==> config.mk <==
export PLATFORM = sky130hd
export DESIGN_NAME = triangle_scanline_span
export DESIGN_NICKNAME = d
export VERILOG_FILES = /design/src/hdl/tss_pkg.sv /design/src/hdl/triangle_scanline_span.sv /design/src/hdl/tss_divider.sv
export VERILOG_INCLUDE_DIRS = /design/src /design/src/hdl
export SDC_FILE = /design/constraint.sdc
export NUM_CORES = 2
export LEC_CHECK = 0
export BUFFER_PORTS_ARGS = -buffer_cell sky130_fd_sc_hd__buf_2
export CAP_MARGIN = 20
export CORE_ASPECT_RATIO = 2
export CORE_MARGIN = 2
export CORE_UTILIZATION = 40
export CTS_CLUSTER_DIAMETER = 30
export CTS_CLUSTER_SIZE = 28
export DETAILED_ROUTE_END_ITERATION = 10
export GPL_TIMING_DRIVEN = 0
export SETUP_SLACK_MARGIN = 0.3
export SLEW_MARGIN = 30
export SYNTH_ARGS = -nofsm -noshare
export SYNTH_HDL_FRONTEND = slang
export SYNTH_SLANG_ARGS = --single-unit
==> constraint.sdc <==
create_clock -name clk -period 29.2 [get_ports clk]
set_input_delay 1.46 -clock clk [delete_from_list [all_inputs] [get_ports clk]]
set_output_delay 1.46 -clock clk [all_outputs]
set_load 0.03 [all_outputs]
==> src/hdl/triangle_scanline_span_defines.svh <==
// assertion macros shared by the span block
`ifndef TRIANGLE_SCANLINE_SPAN_DEFINES_SVH
`define TRIANGLE_SCANLINE_SPAN_DEFINES_SVH

// same-cycle implication on clk, disabled during reset
`define TSS_ASSERT_NOW(label, ante, cons, msg) \
    label: assert property (@(posedge clk) disable iff (!rst_n) (ante) |-> (cons)) \
        else $error(msg);

// next-cycle implication on clk, disabled during reset
`define TSS_ASSERT_NEXT(label, ante, cons, msg) \
    label: assert property (@(posedge clk) disable iff (!rst_n) (ante) |=> (cons)) \
        else $error(msg);

`endif

==> src/hdl/tss_pkg.sv <==
package tss_pkg;

    localparam int COORD_BITS  = 12;
    localparam int IN_FIELDS   = 7;
    localparam int DIV_STEP    = 3;
    localparam int DIV_STAGES  = (COORD_BITS + DIV_STEP - 1) / DIV_STEP;
    localparam int PIPE_DEPTH  = 3 + DIV_STAGES;
    localparam int IN_TDATA_W  = ((IN_FIELDS * COORD_BITS + 7) / 8) * 8;
    localparam int OUT_TDATA_W = ((2 * COORD_BITS + 7) / 8) * 8;

    typedef logic signed [COORD_BITS-1:0] coord_t;

    typedef struct packed {
        coord_t x;
        coord_t y;
    } vtx_t;

    typedef struct packed {
        vtx_t s;
        vtx_t e;
    } edge_t;

    // magnitudes for the unsigned divide plus the sign and fallback info
    typedef struct packed {
        logic [COORD_BITS-1:0] a;
        logic [COORD_BITS-1:0] b;
        logic [COORD_BITS-1:0] mag;
        logic                  neg;
        logic                  horiz;
        coord_t                x0;
    } prep_t;

    typedef struct packed {
        logic   neg;
        logic   horiz;
        coord_t x0;
    } side_t;

endpackage

==> src/hdl/triangle_scanline_span.sv <==
// throughput: one item per cycle when not stalled; sort, edge setup, multiply, one divider
//   stage per 3 quotient bits, and the output register each take one pipeline stage
// a stall on the output freezes the whole pipeline; nothing is dropped or repeated
// reset (rst_n, async, active low) clears the valid bits; no state carries between items
`include "triangle_scanline_span_defines.svh"

module triangle_scanline_span (
    input  logic                           clk,
    input  logic                           rst_n,
    input  logic                           s_axis_tvalid,
    output logic                           s_axis_tready,
    // vert0_x, vert0_y, vert1_x, vert1_y, vert2_x, vert2_y, scan_y, zero pad
    input  logic [tss_pkg::IN_TDATA_W-1:0] s_axis_tdata,
    output logic                           m_axis_tvalid,
    input  logic                           m_axis_tready,
    // long_edge_x, short_edge_x
    output logic [tss_pkg::OUT_TDATA_W-1:0] m_axis_tdata,
    // in_range
    output logic                           m_axis_tuser
);
    import tss_pkg::*;

    logic                  ce;
    logic [PIPE_DEPTH-1:0] valid_reg;
    logic [PIPE_DEPTH-1:0] valid_next;
    logic                  out_valid_reg;

    edge_t  long_reg;
    edge_t  long_next;
    edge_t  short_reg;
    edge_t  short_next;
    coord_t sy_reg;
    coord_t sy_next;
    logic   ok1_reg;
    logic   ok1_next;

    prep_t long_prep_reg;
    prep_t long_prep_next;
    prep_t short_prep_reg;
    prep_t short_prep_next;
    logic  ok2_reg;

    logic [2*COORD_BITS-1:0] long_prod_reg;
    logic [2*COORD_BITS-1:0] long_prod_next;
    logic [2*COORD_BITS-1:0] short_prod_reg;
    logic [2*COORD_BITS-1:0] short_prod_next;
    logic [COORD_BITS-1:0]   long_den_reg;
    logic [COORD_BITS-1:0]   short_den_reg;
    side_t                   long_side3_reg;
    side_t                   short_side3_reg;
    logic                    ok3_reg;

    side_t                 long_side_reg  [DIV_STAGES];
    side_t                 short_side_reg [DIV_STAGES];
    logic [DIV_STAGES-1:0] ok_div_reg;

    logic [COORD_BITS-1:0]  long_quot;
    logic [COORD_BITS-1:0]  short_quot;
    logic [OUT_TDATA_W-1:0] out_data_reg;
    logic [OUT_TDATA_W-1:0] out_data_next;
    logic                   out_user_reg;

    function automatic prep_t prep_edge(input edge_t ed, input coord_t sy);
        logic [COORD_BITS:0] dy_scan;
        logic [COORD_BITS:0] dy_edge;
        logic [COORD_BITS:0] dx;
        logic [COORD_BITS:0] dx_abs;
        prep_t               p;
        dy_scan = {ed.s.y[COORD_BITS-1], ed.s.y} - {sy[COORD_BITS-1], sy};
        dy_edge = {ed.s.y[COORD_BITS-1], ed.s.y} - {ed.e.y[COORD_BITS-1], ed.e.y};
        dx      = {ed.e.x[COORD_BITS-1], ed.e.x} - {ed.s.x[COORD_BITS-1], ed.s.x};
        dx_abs  = dx[COORD_BITS] ? -dx : dx;
        p.a     = dy_scan[COORD_BITS-1:0];
        p.b     = dy_edge[COORD_BITS-1:0];
        p.mag   = dx_abs[COORD_BITS-1:0];
        p.neg   = dx[COORD_BITS];
        p.horiz = (ed.s.y == ed.e.y);
        p.x0    = ed.s.x;
        return p;
    endfunction

    function automatic logic [COORD_BITS-1:0] finish_x(input side_t sd,
                                                       input logic [COORD_BITS-1:0] q);
        logic [COORD_BITS:0] off;
        logic [COORD_BITS:0] sum;
        off = sd.neg ? -{1'b0, q} : {1'b0, q};
        sum = {sd.x0[COORD_BITS-1], sd.x0} + off;
        return sd.horiz ? sd.x0 : sum[COORD_BITS-1:0];
    endfunction

    assign ce            = !out_valid_reg || m_axis_tready;
    assign s_axis_tready = ce;
    assign valid_next    = {valid_reg[PIPE_DEPTH-2:0], s_axis_tvalid};

    // stage 1: stable descending sort by y, edge selection, range check
    always_comb
    begin
        vtx_t   v0;
        vtx_t   v1;
        vtx_t   v2;
        vtx_t   hi;
        vtx_t   lo;
        vtx_t   top_v;
        vtx_t   mid_v;
        vtx_t   bot_v;
        coord_t sy;
        v0.x = s_axis_tdata[0*COORD_BITS +: COORD_BITS];
        v0.y = s_axis_tdata[1*COORD_BITS +: COORD_BITS];
        v1.x = s_axis_tdata[2*COORD_BITS +: COORD_BITS];
        v1.y = s_axis_tdata[3*COORD_BITS +: COORD_BITS];
        v2.x = s_axis_tdata[4*COORD_BITS +: COORD_BITS];
        v2.y = s_axis_tdata[5*COORD_BITS +: COORD_BITS];
        sy   = s_axis_tdata[6*COORD_BITS +: COORD_BITS];
        if (v1.y > v0.y)
        begin
            hi = v1;
            lo = v0;
        end
        else
        begin
            hi = v0;
            lo = v1;
        end
        if (v2.y > lo.y)
        begin
            if (v2.y > hi.y)
            begin
                top_v = v2;
                mid_v = hi;
            end
            else
            begin
                top_v = hi;
                mid_v = v2;
            end
            bot_v = lo;
        end
        else
        begin
            top_v = hi;
            mid_v = lo;
            bot_v = v2;
        end
        ok1_next    = (sy <= top_v.y) && (sy >= bot_v.y);
        long_next.s = top_v;
        long_next.e = bot_v;
        if (sy > mid_v.y)
        begin
            short_next.s = top_v;
            short_next.e = mid_v;
        end
        else
        begin
            short_next.s = mid_v;
            short_next.e = bot_v;
        end
        sy_next = sy;
    end

    // stage 2: differences and magnitudes
    always_comb
    begin
        long_prep_next  = prep_edge(long_reg, sy_reg);
        short_prep_next = prep_edge(short_reg, sy_reg);
    end

    // stage 3: exact products
    assign long_prod_next  = long_prep_reg.a * long_prep_reg.mag;
    assign short_prod_next = short_prep_reg.a * short_prep_reg.mag;

    tss_divider u_long_div (
        .clk  (clk),
        .en   (ce),
        .num  (long_prod_reg),
        .den  (long_den_reg),
        .quot (long_quot)
    );

    tss_divider u_short_div (
        .clk  (clk),
        .en   (ce),
        .num  (short_prod_reg),
        .den  (short_den_reg),
        .quot (short_quot)
    );

    always_comb
    begin
        out_data_next = '0;
        if (ok_div_reg[DIV_STAGES-1])
        begin
            out_data_next[COORD_BITS-1:0] =
                finish_x(long_side_reg[DIV_STAGES-1], long_quot);
            out_data_next[2*COORD_BITS-1:COORD_BITS] =
                finish_x(short_side_reg[DIV_STAGES-1], short_quot);
        end
    end

    always_ff @(posedge clk or negedge rst_n)
    begin
        if (!rst_n)
        begin
            valid_reg     <= '0;
            out_valid_reg <= 1'b0;
        end
        else if (ce)
        begin
            valid_reg     <= valid_next;
            out_valid_reg <= valid_reg[PIPE_DEPTH-1];
        end
    end

    always_ff @(posedge clk)
    begin
        if (ce)
        begin
            long_reg       <= long_next;
            short_reg      <= short_next;
            sy_reg         <= sy_next;
            ok1_reg        <= ok1_next;

            long_prep_reg  <= long_prep_next;
            short_prep_reg <= short_prep_next;
            ok2_reg        <= ok1_reg;

            long_prod_reg  <= long_prod_next;
            short_prod_reg <= short_prod_next;
            long_den_reg   <= long_prep_reg.b;
            short_den_reg  <= short_prep_reg.b;
            long_side3_reg <= '{neg: long_prep_reg.neg, horiz: long_prep_reg.horiz,
                                x0: long_prep_reg.x0};
            short_side3_reg <= '{neg: short_prep_reg.neg, horiz: short_prep_reg.horiz,
                                 x0: short_prep_reg.x0};
            ok3_reg        <= ok2_reg;

            long_side_reg[0]  <= long_side3_reg;
            short_side_reg[0] <= short_side3_reg;
            ok_div_reg[0]     <= ok3_reg;
            for (int s = 1; s < DIV_STAGES; s++)
            begin
                long_side_reg[s]  <= long_side_reg[s-1];
                short_side_reg[s] <= short_side_reg[s-1];
                ok_div_reg[s]     <= ok_div_reg[s-1];
            end

            out_data_reg <= out_data_next;
            out_user_reg <= ok_div_reg[DIV_STAGES-1];
        end
    end

    assign m_axis_tvalid = out_valid_reg;
    assign m_axis_tdata  = out_data_reg;
    assign m_axis_tuser  = out_user_reg;

    `TSS_ASSERT_NOW(a_out_zero, m_axis_tvalid && !m_axis_tuser, m_axis_tdata == '0, "nonzero x")
    `TSS_ASSERT_NEXT(a_last_moves, valid_reg[PIPE_DEPTH-1] && ce, m_axis_tvalid, "item lost")
    `TSS_ASSERT_NEXT(a_stall_hold, !s_axis_tready, $stable(valid_reg), "moved in stall")

endmodule

==> src/hdl/tss_divider.sv <==
module tss_divider (
    input  logic                              clk,
    input  logic                              en,
    input  logic [2*tss_pkg::COORD_BITS-1:0] num,
    input  logic [tss_pkg::COORD_BITS-1:0]   den,
    output logic [tss_pkg::COORD_BITS-1:0]   quot
);
    import tss_pkg::*;

    logic [COORD_BITS-1:0] rem_reg  [DIV_STAGES];
    logic [COORD_BITS-1:0] low_reg  [DIV_STAGES];
    logic [COORD_BITS-1:0] quot_reg [DIV_STAGES];
    logic [COORD_BITS-1:0] den_reg  [DIV_STAGES];
    logic [COORD_BITS-1:0] rem_next  [DIV_STAGES];
    logic [COORD_BITS-1:0] low_next  [DIV_STAGES];
    logic [COORD_BITS-1:0] quot_next [DIV_STAGES];
    logic [COORD_BITS-1:0] den_next  [DIV_STAGES];

    // restoring division, DIV_STEP quotient bits per stage, msb first
    always_comb
    begin
        logic [COORD_BITS:0]   trial;
        logic [COORD_BITS:0]   diff;
        logic [COORD_BITS-1:0] r;
        logic [COORD_BITS-1:0] l;
        logic [COORD_BITS-1:0] q;
        logic [COORD_BITS-1:0] d;
        trial = '0;
        diff  = '0;
        for (int s = 0; s < DIV_STAGES; s++)
        begin
            if (s == 0)
            begin
                r = num[2*COORD_BITS-1:COORD_BITS];
                l = num[COORD_BITS-1:0];
                q = '0;
                d = den;
            end
            else
            begin
                r = rem_reg[s-1];
                l = low_reg[s-1];
                q = quot_reg[s-1];
                d = den_reg[s-1];
            end
            for (int k = 0; k < DIV_STEP; k++)
            begin
                if (s * DIV_STEP + k < COORD_BITS)
                begin
                    trial = {r, l[COORD_BITS-1]};
                    diff  = trial - {1'b0, d};
                    l     = {l[COORD_BITS-2:0], 1'b0};
                    if (trial >= {1'b0, d})
                    begin
                        r = diff[COORD_BITS-1:0];
                        q = {q[COORD_BITS-2:0], 1'b1};
                    end
                    else
                    begin
                        r = trial[COORD_BITS-1:0];
                        q = {q[COORD_BITS-2:0], 1'b0};
                    end
                end
            end
            rem_next[s]  = r;
            low_next[s]  = l;
            quot_next[s] = q;
            den_next[s]  = d;
        end
    end

    always_ff @(posedge clk)
    begin
        if (en)
        begin
            for (int s = 0; s < DIV_STAGES; s++)
            begin
                rem_reg[s]  <= rem_next[s];
                low_reg[s]  <= low_next[s];
                quot_reg[s] <= quot_next[s];
                den_reg[s]  <= den_next[s];
            end
        end
    end

    assign quot = quot_reg[DIV_STAGES-1];

endmodule

==> out/metrics.cfg <==
[run]
cap_violations=0

[routing]
drt_pass1_iterations=5
drc=0
wl_per_cell_um=21.8
ant_nets=0
vias=40300
drt_first_iter_violations=2019
routed_wl_um=161000
routed_via_density=5.46

[clock_tree]
clock-sinks=700
ctsResizeCount=0
cts_buffers=88
clockBufferDepth=3
ctsHoldBuffers=0
cts_tree=yes
root_buffer=clkbuf_16
cts.htree.levels=3
clk_latency_ps=700
clk_pin_slew_ps=70
cts_setup_buffers=0

[timing]
fin_ws_ps=17630
period_needed_ps=11570
tns_ps=0
finalClockSkew_ps=38.8
fmax_mhz=86.5
hold_viol_final=0
slew_headroom=0.275
finalCritPeriodShare=0.396
worst_pin_slew_ps=1090
report.final.slew_viol_count=0
rsz0062_at_grt=false
setup_viol_count_final=0

[die]
io_pins=119
fp.dieH_um=527
die_w_um=266
dieArea_mm2=0.140
initial_core_util=0.401
fp.coreArea_mm2=0.136
rows=192

[placed_design]
io_buffers=114
hpwl_um=134000
dp_cells=7210
routabilityCongestion=0.975
post-place-ws_ps=17120

[setup_path]
worstPathRequired_ps=29590
r2r_end=u_long_div.rem_reg[0][10]$_DFFE_PP_
slowest_delay_ps=690
cp_slowest_cell=clkbuf_1
criticalPathCategory=input pin to register
crit_top_cell=clkbuf_1
r2r-start=long_den_reg[1]$_DFFE_PP_
cp_max_fo=10
cp-start-kind=input pin
arrival_ps=11960
crit_path_end_kind=register
r2r_slack_ps=18900
reg2regPathDepth=34

[cells_and_area]
layout-drive-gt1-share=0.0954
fin_nets=6452
syn2layout_area_growth_pct=11.7
fin_cells=7383
final_util=0.448

[outcome]
outcome=finished, final reports clean

[hold_path]
whs_path_depth=0
hp-start=short_prep_reg[0]$_DFFE_PP_
min_path_type=register to register
hold_end=short_side3_reg[0]$_DFFE_PP_

[global_route]
antenna_found_initial=11
grt_pass1_vias=43700
grt_pass1_wl_um=245000
grt_remaining_overflow=0
grt_max_degree=52
grt_usage=0.232

[synthesis]
synth_area_leader_cell=edfxtp_1
syn_area_per_cell_um2=10.3
syn-cell-area_mm2=0.0547
synth_top_family_by_area=adder cells
yosysUniqueCellTypes=93
synthArstFlopShare=0.0114
synth_fp_nets=6227
synthMuxAreaShare=0.0419
synth-edff-count=692
synth-seq-cells=700
synth.most_common_cell=edfxtp_1
synth_top_area_share=0.380
synth-seq-area-share=0.383
yosys-top-cells-count=edfxtp_1, inv_1, ha_1
synth-compound-area-share=0.133
synth_xor_area_frac=0.0496
yosysWarnings=0
yosys.area_share.simple=0.119
synthAdderAreaFrac=0.216
synthFlopType=edfxtp_1
syn_inst=5329
ys_top_cells_by_area=edfxtp_1, ha_1, fa_1

critical path, delay by kind of cell:
kind | cells | cell delay, ps
buffers and inverters | 12 | 5130
AOI/OAI and AO/OA | 16 | 3840
adders and majority gates | 3 | 980
and+or+nand+nor | 5 | 500
metrics by stage:
stage	hold slack, ps	area, µm²
2_1_floorplan	400	54700
3_3_place_gp	402	57500
3_5_place_dp	405	58000
4_1_cts	398	61100
5_1_grt	408	61200
6_report	406	61200
placed cells by master, fill, tap and decap left out, drive strengths merged, types with 20 or more instances in the layout:
master  count
edfxtp    692
and2      118
nand3      77
o21ai     259
buf       162
o22ai      41
a31oi      20
nor3       90
a22oi      21
or2        21
a211oi     23
a221oi     32
nand2b     49
a21oi     287
a21o       90
clkbuf    221
nand4      71
o21a       68
nand2     481
clkinv     27
and3       21
xnor2     223
nor2b      76
inv       694
a21boi     46
o211ai     20
mux2i      59
ha        576
o21bai     39
xor2       87
mux2      150
fa        230
o31ai      44
or3        23
nor2      310
cells by family after synthesis:
family,after synthesis
buf+inv,816
xor+xnor,310
mux,209
simple gates,1382
compound gates,1105
flops,700
fa+ha+maj,807
how the worst max path moves through the flow:
stage                           from                        to  slack [ps]  cells past startpoint
detailed placement  s_axis_tdata[17]   short_reg[29]$_DFFE_PP_       17120                     36
global placement       m_axis_tready             s_axis_tready       -2710                      4
global route        s_axis_tdata[17]   short_reg[29]$_DFFE_PP_       17260                     34
CTS                 s_axis_tdata[17]   short_reg[29]$_DFFE_PP_       17840                     36
floorplan              m_axis_tready  valid_reg[0]$_DFFE_PN0P_        5820                      3
finish              s_axis_tdata[17]   short_reg[28]$_DFFE_PP_       17630                     36
metal layers:
metal  track usage  vias to the layer above  wire length [µm]
met5             0                        -                 0
met2         0.469                     1016             90900
li1              -                    19300                 -
met3        0.0248                      566              4580
met1         0.191                    19400             48500
met4         0.207                        0             16800
area by class of cell:
| type | count | area (µm²) |
|---|---|---|
| well taps | 1746 | 2180 |
| plain buffers | 153 | 626 |
| clock buffers | 95 | 2230 |
| fillers | 12800 | 75300 |
| diodes | 9 | 22.5 |
| multi-input cells | 3813 | 30800 |
| clock inverters | 69 | 867 |
| inverters | 663 | 2490 |
| repair buffers | 135 | 1010 |
| flip-flops and latches | 700 | 21000 |
Power is left out: the tool's default activity adds up to more than one toggle a clock period on the data nets, which glitch-free logic cannot reach.
